$ cat src/hw/rtl/tas_pkg.sv
// ----------------------------------------------------------------------------
// Tardos accusation score package
// Widths and fixed-point constants shared by the accusation score block.
// ----------------------------------------------------------------------------
`default_nettype none

package tas_pkg;

	localparam int BIAS_W    = 16;
	localparam int THRESH_W  = 47;
	localparam int ROOT_FRAC = 16;
	localparam int DIV_SHIFT = 2 * ROOT_FRAC;

endpackage

`default_nettype wire

$ cat src/hw/rtl/tardos_accusation_score.sv
// ----------------------------------------------------------------------------
// Tardos accusation score
// Symmetric Tardos accusation sum for one user with a saturating accumulator.
// ----------------------------------------------------------------------------
// Each input request is one code position: pirate bit, user bit, column bias
// in Q0.16 and a last flag. The block computes the position weight as
// floor(sqrt(ratio) * 2^16), adds it with the proper sign to a saturating
// Q.16 accumulator, and on the last position issues one output request with
// the score and the accusation decision before clearing the accumulator.
// A position takes BIAS_FRAC_BITS + 32 restoring division steps and then
// (BIAS_FRAC_BITS + 33) / 2 square root steps on one shared compare-subtract
// unit. in_ready is low while a position is in progress.
// The threshold is written on the cfg channel, which is always ready.
// Reset clears the accumulator, the threshold and any pending output.
// A finished score waits in the output register while the next positions are
// taken; if a second last position finishes while out_ready is still low,
// the block holds that score and stalls the input until the output drains.
// ----------------------------------------------------------------------------
`default_nettype none

module tardos_accusation_score
	import tas_pkg::*;
#(
	parameter int SCORE_WIDTH    = 48,
	parameter int BIAS_FRAC_BITS = 16
) (
	input  wire logic                   clk,
	input  wire logic                   arst_n,
	input  wire logic                   cfg_valid,
	output logic                        cfg_ready,
	input  wire logic [THRESH_W-1:0]    cfg_data,
	input  wire logic                   in_valid,
	output logic                        in_ready,
	input  wire logic                   pirate_bit,
	input  wire logic                   user_bit,
	input  wire logic [BIAS_W-1:0]      column_bias,
	input  wire logic                   last_position,
	output logic                        out_valid,
	input  wire logic                   out_ready,
	output logic [SCORE_WIDTH-1:0]      score,
	output logic                        accused
);

	localparam int BFB   = BIAS_FRAC_BITS;
	localparam int RW    = (BFB + DIV_SHIFT + 1) / 2;
	localparam int CMP_W = (SCORE_WIDTH > THRESH_W) ? SCORE_WIDTH : THRESH_W + 1;

	localparam logic [1:0] ST_IDLE = 2'd0;
	localparam logic [1:0] ST_BUSY = 2'd1;
	localparam logic [1:0] ST_HOLD = 2'd2;

	localparam logic [SCORE_WIDTH-1:0] SMAX = {1'b0, {(SCORE_WIDTH - 1){1'b1}}};
	localparam logic [SCORE_WIDTH-1:0] SMIN = {1'b1, {(SCORE_WIDTH - 1){1'b0}}};

	logic [1:0]             st_q;
	logic                   neg_q;
	logic                   last_q;
	logic [SCORE_WIDTH-1:0] sum_q;
	logic [THRESH_W-1:0]    thr_q;
	logic                   out_valid_q;
	logic [SCORE_WIDTH-1:0] score_q;
	logic                   accused_q;

	logic [BFB+BIAS_W-1:0]  bias_ext;
	logic [BFB-1:0]         p_raw;
	logic [BFB-1:0]         p_val;
	logic [BFB-1:0]         q_val;
	logic                   w_start;
	logic                   w_done;
	logic [RW-1:0]          w_weight;

	logic [SCORE_WIDTH:0]   t_mag;
	logic [SCORE_WIDTH:0]   t_val;
	logic [SCORE_WIDTH:0]   add;
	logic [SCORE_WIDTH-1:0] new_sum;
	logic [SCORE_WIDTH-1:0] fin_sum;
	logic signed [CMP_W-1:0] s_ext;
	logic signed [CMP_W-1:0] t_ext;
	logic                   out_free;
	logic                   load_out;

	assign bias_ext = {{BFB{1'b0}}, column_bias};
	assign p_raw    = bias_ext[BFB-1:0];
	assign p_val    = (p_raw == '0) ? BFB'(1) : p_raw;
	assign q_val    = '0 - p_val;

	assign in_ready  = (st_q == ST_IDLE);
	assign cfg_ready = 1'b1;
	assign w_start   = in_valid && in_ready;

	tas_weight #(
		.BFB(BFB)
	) u_weight (
		.clk   (clk),
		.arst_n(arst_n),
		.start (w_start),
		.num   (pirate_bit ? q_val : p_val),
		.den   (pirate_bit ? p_val : q_val),
		.done  (w_done),
		.weight(w_weight)
	);

	assign t_mag = (SCORE_WIDTH + 1)'(w_weight);
	assign t_val = neg_q ? (~t_mag + 1'b1) : t_mag;
	assign add   = {sum_q[SCORE_WIDTH-1], sum_q} + t_val;

	always_comb begin
		if (add[SCORE_WIDTH] != add[SCORE_WIDTH-1]) begin
			new_sum = add[SCORE_WIDTH] ? SMIN : SMAX;
		end else begin
			new_sum = add[SCORE_WIDTH-1:0];
		end
	end

	assign fin_sum  = (st_q == ST_HOLD) ? sum_q : new_sum;
	assign s_ext    = CMP_W'($signed(fin_sum));
	assign t_ext    = CMP_W'(thr_q);
	assign out_free = !out_valid_q || out_ready;
	assign load_out = ((st_q == ST_BUSY) && w_done && last_q && out_free) ||
		((st_q == ST_HOLD) && out_free);

	always_ff @(posedge clk or negedge arst_n) begin
		if (!arst_n) begin
			st_q        <= ST_IDLE;
			neg_q       <= 1'b0;
			last_q      <= 1'b0;
			sum_q       <= '0;
			thr_q       <= '0;
			out_valid_q <= 1'b0;
		end else begin
			if (cfg_valid) begin
				thr_q <= cfg_data;
			end
			if (load_out) begin
				out_valid_q <= 1'b1;
			end else if (out_ready) begin
				out_valid_q <= 1'b0;
			end
			unique case (st_q)
				ST_IDLE: begin
					if (in_valid) begin
						neg_q  <= pirate_bit ^ user_bit;
						last_q <= last_position;
						st_q   <= ST_BUSY;
					end
				end
				ST_BUSY: begin
					if (w_done) begin
						if (!last_q) begin
							sum_q <= new_sum;
							st_q  <= ST_IDLE;
						end else if (out_free) begin
							sum_q <= '0;
							st_q  <= ST_IDLE;
						end else begin
							sum_q <= new_sum;
							st_q  <= ST_HOLD;
						end
					end
				end
				ST_HOLD: begin
					if (out_free) begin
						sum_q <= '0;
						st_q  <= ST_IDLE;
					end
				end
				default: begin
					st_q <= ST_IDLE;
				end
			endcase
		end
	end

	always_ff @(posedge clk) begin
		if (load_out) begin
			score_q   <= fin_sum;
			accused_q <= (s_ext >= t_ext);
		end
	end

	assign out_valid = out_valid_q;
	assign score     = score_q;
	assign accused   = accused_q;

	a_accept_busy: assert property (@(posedge clk) disable iff (!arst_n)
		in_valid && in_ready |=> st_q == ST_BUSY)
		else $error("accepted request did not start a position");

	a_done_busy: assert property (@(posedge clk) disable iff (!arst_n)
		w_done |-> st_q == ST_BUSY)
		else $error("weight finished with no position in progress");

	a_load_clear: assert property (@(posedge clk) disable iff (!arst_n)
		load_out |=> sum_q == '0 && out_valid_q)
		else $error("score issued without clearing the accumulator");

	a_hold_pending: assert property (@(posedge clk) disable iff (!arst_n)
		st_q == ST_HOLD |-> out_valid_q)
		else $error("score held while the output register is empty");

endmodule

`default_nettype wire

$ cat src/hw/rtl/tas_csub.sv
// ----------------------------------------------------------------------------
// Shared compare-subtract unit
// Computes a - b and whether a is at least b, for division and root steps.
// ----------------------------------------------------------------------------
`default_nettype none

module tas_csub #(
	parameter int W = 28
) (
	input  wire logic [W-1:0] a,
	input  wire logic [W-1:0] b,
	output logic      [W-1:0] diff,
	output logic              ge
);

	logic borrow;

	assign {borrow, diff} = {1'b0, a} - {1'b0, b};
	assign ge = ~borrow;

endmodule

`default_nettype wire

$ cat src/hw/rtl/tas_weight.sv
// ----------------------------------------------------------------------------
// Ratio root sequencer
// Computes floor(sqrt(num * 2^32 / den)) with one restoring division step
// and then one square root step per cycle on the shared compare-subtract unit.
// ----------------------------------------------------------------------------
`default_nettype none

module tas_weight
	import tas_pkg::*;
#(
	parameter int BFB = 16
) (
	input  wire logic                                  clk,
	input  wire logic                                  arst_n,
	input  wire logic                                  start,
	input  wire logic [BFB-1:0]                        num,
	input  wire logic [BFB-1:0]                        den,
	output logic                                       done,
	output logic [(BFB+DIV_SHIFT+1)/2-1:0]             weight
);

	localparam int NB    = BFB + DIV_SHIFT;
	localparam int RW    = (NB + 1) / 2;
	localparam int SW    = 2 * RW;
	localparam int UW    = RW + 4;
	localparam int CNT_W = $clog2(NB);

	localparam logic [1:0] S_IDLE = 2'd0;
	localparam logic [1:0] S_DIV  = 2'd1;
	localparam logic [1:0] S_ROOT = 2'd2;

	logic [1:0]       st_q;
	logic [CNT_W-1:0] cnt_q;
	logic [NB-1:0]    dvd_q;
	logic [BFB-1:0]   den_q;
	logic [SW-1:0]    dq_q;
	logic [RW+1:0]    rem_q;
	logic [RW-1:0]    root_q;
	logic             done_q;

	logic [UW-1:0] u_a;
	logic [UW-1:0] u_b;
	logic [UW-1:0] u_diff;
	logic          u_ge;

	always_comb begin
		if (st_q == S_DIV) begin
			u_a = UW'({rem_q[BFB-1:0], dvd_q[NB-1]});
			u_b = UW'(den_q);
		end else begin
			u_a = UW'({rem_q, dq_q[SW-1 -: 2]});
			u_b = UW'({root_q, 2'b01});
		end
	end

	tas_csub #(
		.W(UW)
	) u_csub (
		.a   (u_a),
		.b   (u_b),
		.diff(u_diff),
		.ge  (u_ge)
	);

	always_ff @(posedge clk or negedge arst_n) begin
		if (!arst_n) begin
			st_q   <= S_IDLE;
			cnt_q  <= '0;
			done_q <= 1'b0;
		end else begin
			done_q <= 1'b0;
			unique case (st_q)
				S_IDLE: begin
					if (start) begin
						st_q  <= S_DIV;
						cnt_q <= CNT_W'(NB - 1);
					end
				end
				S_DIV: begin
					if (cnt_q == '0) begin
						st_q  <= S_ROOT;
						cnt_q <= CNT_W'(RW - 1);
					end else begin
						cnt_q <= cnt_q - 1'b1;
					end
				end
				S_ROOT: begin
					if (cnt_q == '0) begin
						st_q   <= S_IDLE;
						done_q <= 1'b1;
					end else begin
						cnt_q <= cnt_q - 1'b1;
					end
				end
				default: begin
					st_q <= S_IDLE;
				end
			endcase
		end
	end

	always_ff @(posedge clk) begin
		unique case (st_q)
			S_IDLE: begin
				if (start) begin
					dvd_q  <= {num, {DIV_SHIFT{1'b0}}};
					den_q  <= den;
					dq_q   <= '0;
					rem_q  <= '0;
					root_q <= '0;
				end
			end
			S_DIV: begin
				dvd_q <= dvd_q << 1;
				dq_q  <= {dq_q[SW-2:0], u_ge};
				if (cnt_q == '0) begin
					rem_q <= '0;
				end else if (u_ge) begin
					rem_q <= (RW + 2)'(u_diff[BFB-1:0]);
				end else begin
					rem_q <= (RW + 2)'(u_a[BFB-1:0]);
				end
			end
			S_ROOT: begin
				dq_q   <= dq_q << 2;
				root_q <= {root_q[RW-2:0], u_ge};
				rem_q  <= u_ge ? u_diff[RW+1:0] : u_a[RW+1:0];
			end
			default: begin
			end
		endcase
	end

	assign done   = done_q;
	assign weight = root_q;

	a_start_idle: assert property (@(posedge clk) disable iff (!arst_n)
		start |-> st_q == S_IDLE)
		else $error("sequencer started while busy");

	a_done_idle: assert property (@(posedge clk) disable iff (!arst_n)
		done_q |-> st_q == S_IDLE && $past(st_q) == S_ROOT)
		else $error("done raised outside root completion");

endmodule

`default_nettype wire
$ cat config.mk
export PLATFORM = sky130hd
export DESIGN_NAME = tardos_accusation_score
export DESIGN_NICKNAME = d
export VERILOG_FILES = /design/src/hw/rtl/tas_pkg.sv /design/src/hw/rtl/tardos_accusation_score.sv /design/src/hw/rtl/tas_csub.sv /design/src/hw/rtl/tas_weight.sv
export SDC_FILE = /design/constraint.sdc
export NUM_CORES = 1
export LEC_CHECK = 0
export BUFFER_PORTS_ARGS = -buffer_cell sky130_fd_sc_hd__buf_2
export CELL_PAD_IN_SITES_DETAIL_PLACEMENT = 1
export CELL_PAD_IN_SITES_GLOBAL_PLACEMENT = 1
export CORE_ASPECT_RATIO = 2
export CORE_MARGIN = 4
export CORE_UTILIZATION = 45
export CTS_BUF_LIST = sky130_fd_sc_hd__clkbuf_8
export DETAILED_ROUTE_END_ITERATION = 10
export GPL_TIMING_DRIVEN = 1
export PLACE_DENSITY_LB_ADDON = 0.1
export SLEW_MARGIN = 0
export SYNTH_ARGS = -nofsm -noshare
export SYNTH_HDL_FRONTEND = slang
export SYNTH_SLANG_ARGS = --single-unit
$ cat constraint.sdc
create_clock -name clk -period 6.4 [get_ports clk]
set_input_delay 0.32 -clock clk [delete_from_list [all_inputs] [get_ports clk]]
set_output_delay 0.32 -clock clk [all_outputs]
set_load 0.1 [all_outputs]
==> results.md <==
* DP Area at 21670 µm²
* Fin crit period at 6.783 ns
* Hold WS at 0.06558 ns
* Crit-path slowest cell: or4_4
* Post-synth top flop: edfxtp_1
* Leak at 10.56 nW
* GRT Util Overall at 0.3072
* Mapped Area at 18600 µm²
* Later-pin clock latency in the skew report at 0.62 ns
* Area Growth Syn to Fin at 27.20%
* Avg WL per Cell at 23.48 µm
* Core area at 40990 µm²
* Reg2Reg Depth at 27
* Least-Margin Pin Slew at 1.066 ns
* RePlAce Congestion at 0.9758
* Via density at 5.791
* Max cap viols at 0
* Min-delay src: column_bias[0]
* Vias at 16932
* Synthesized flop and latch total at 288
* Max IR drop VDD at 355.0 µV
* # port buffers at 121
* Initial cell density of the core at 0.4539
* Failing checks: setup timing
* Worst hold path endpoint: u_weight.den_q[0]
* DP HPWL at 52560 µm
* Worst Setup Start Kind: register
* # H-tree levels at 2
* Reg2Reg Setup Slack at -0.38 ns
* Syn nets at 2141
* Fin. max-slew vios at 0
* CTS tree: yes
* Pwr Density at 331.0 nW/µm²
* Mean Syn Cell Area at 9.600 µm²
* Post-synth EDFFs at 179
* Initial antenna violation count at 2
* Worst Path Arrival at 7.14 ns
* Clk sinks at 288
* Pre-CTS setup slack at -0.8703 ns
* Clock buffer depth at 3
* R2R Path Start: u_weight.weight[9]
* Fin. Hold Viols at 0
* Initial drt markers at 583
* Largest net degree at the start of global routing at 94
* Fill cells at 4670
* Die area at 44860 µm²
* Residual DRC at 0
* Final setup viols at 1
* Clock slew at reported path FFs at 0.07 ns
* Worst path max stage delay at 0.66 ns
* Row count at 105
* Critical path class: reg -> reg
* DIE HEIGHT at 295.6 µm
* DR pass1 iterations at 5
* DRT antenna net count at 0
* Part of the Yosys area used for sequential elements at 0.4355
* Max Clk Rate at 0.1474 GHz
* Nets at 2556
* RR Endpoint: accused
* Fraction of registers with async set/reset at 0.3785
* Post-Route Skew at 0.06050 ns
* Status: complete, but fails checks
* Min-Delay Path Depth at 3
* Syn Inst Count at 1938
* Max-Slew Margin vs Limit at 0.2892
* Yosys cell types at 77
* Max FO, Critical Path at 8
* CTS root buf: clkbuf_8
* Unrepaired setup endpoints after global routing: yes
* Final instance area at 23660 µm²
* Share of cells above drive strength 1 at 0.2543
* Crit path capture type: register
* Total power at 7.832 mW
* Type of the tightest min-delay check: in -> reg
* Utilization after layout at 0.5773
* WP data required at 6.76 ns
* CTS buffer count at 44
* Synthesis Warnings at 0
* Fin crit share at 1.060
* Die W at 151.8 µm
* First-pass GRT wire length at 105100 µm
* IO Pins at 123
* Routed WL at 68660 µm
* Final setup margin at -0.3833 ns
* Grt total ovfl at 0
* Vias in the first global route at 19025
[metal layers]
metal	wire length, µm	vias up	track usage
met3	1895	266	0.03512
li1	-	7911	-
met1	20820	8338	0.2632
met5	0	-	0
met2	38470	417	0.5963
met4	7472	0	0.2708
[cell families (layout without fill, tap and decap cells)]
group | count (synthesis) | in the layout | share of synthesized area
flip-flops | 288 | 288 | 0.4355
buffers and inverters | 181 | 630 | 0.03941
other | 1 | 3 | 0.0002016
XOR/XNOR | 104 | 104 | 0.04896
AND/OR/NAND/NOR | 595 | 595 | 0.1502
adder cells (fa/ha/maj) | 134 | 134 | 0.09079
AO/OA/AOI/OAI | 575 | 575 | 0.2006
multiplexers | 60 | 60 | 0.03423
[state kept, by name (all words and copies together), names as in the netlist]
register	flops
accused	1
last_q	1
neg_q	1
out_valid	1
score	48
st_q	2
sum_q	48
thr_q	47
u_weight.cnt_q	6
u_weight.den_q	16
u_weight.done	1
u_weight.dq_q	48
u_weight.dvd_q	16
u_weight.rem_q	26
u_weight.st_q	2
u_weight.weight	24
[cell usage after synthesis (29+ instances only)]
cell / number / area, µm²
and2_1: 34 / 212.7
dfrtp_1: 109 / 2728
a21o_1: 42 / 315.3
nor2_1: 146 / 548.0
mux2i_1: 37 / 370.4
edfxtp_1: 179 / 5375
ha_1: 130 / 1627
o21a_1: 29 / 217.7
inv_1: 81 / 304.0
clkbuf_1: 72 / 270.3
o21ai_0: 195 / 975.9
xnor2_1: 55 / 481.7
nand2_1: 226 / 848.3
xor2_1: 49 / 429.2
a22o_1: 58 / 508.0
a21oi_1: 97 / 485.5
[critical path: cells and delay by family (launching register included)]
| family | cells | cell delay (ns) |
|---|---|---|
| AO/OA/AOI/OAI | 14 | 2.36 |
| adder cells (fa/ha/maj) | 2 | 0.66 |
| buffers and inverters | 5 | 0.72 |
| flip-flops | 1 | 0.41 |
| AND/OR/NAND/NOR | 6 | 2.39 |
[how the worst max path moves through the flow]
stage          endpoint  depth (start not counted)                start  slack (ns)
2_1_floorplan   accused                         28  u_weight.weight[10]       -0.21
3_5_place_dp    accused                         26  u_weight.weight[10]       -0.87
6_report        accused                         27   u_weight.weight[9]       -0.38
4_1_cts         accused                         28  u_weight.weight[10]       -0.36
5_1_grt         accused                         26   u_weight.weight[8]       -0.67
3_3_place_gp    accused                         26  u_weight.weight[10]       -0.80
[layout by cell type, fill, tap and decap left out, drive strengths merged, types with 13 or more instances in the layout]
cell / instances
dlygate4sd3: 50
a21o: 42
nor2: 146
edfxtp: 179
dfrtp: 109
a211oi: 13
o211ai: 15
a22o: 60
xnor2: 55
o31ai: 24
a21oi: 97
mux2: 23
nand4: 25
nand2: 226
nor3: 25
nand2b: 28
o21a: 30
inv: 94
mux2i: 37
xor2: 49
o21ai: 203
clkbuf: 52
or3: 14
and2: 35
nand3: 18
nor2b: 26
ha: 130
buf: 419
[power by group]
| group | internal (mW) | leakage [nW] | switching, mW |
|---|---|---|---|
| combinational | 1.48 | 6.93 | 2.08 |
| sequential | 2.47 | 3.12 | 0.172 |
| clock | 0.830 | 0.513 | 0.801 |
| total | 4.78 | 10.6 | 3.05 |
[metrics by stage]
| stage | TNS, ns | std cells |
|---|---|---|
| global route | -0.6729 | 2924 |
| global placement | -0.7970 | 2773 |
| CTS | -0.3559 | 2916 |
| floorplan | -0.2090 | 1938 |
| detailed placement | -0.8703 | 2773 |
| finish | -0.3833 | 2924 |
[layout make-up]
type	count	area, µm²	area share
Inverter	81	304.0	0.01285
Clock buffer	52	715.7	0.03024
Clock inverter	28	192.7	0.008143
Multi-Input combinational cell	1469	10260	0.4338
Timing Repair Buffer	469	3410	0.1441
Antenna cell	2	5.005	0.0002115
Tap cell	535	669.4	0.02829
Sequential cell	288	8103	0.3424
[what timing repair did]
item | CTS | global route
gates resized for setup | 74 | 35
buffers inserted | 13 | 7
hold endpoints to repair | 103 | 0
hold buffers | 50 | 0
pin swaps | 19 | 30
setup endpoints to repair | 1 | 1
No activity file was read; power rests on OpenSTA's default activity.
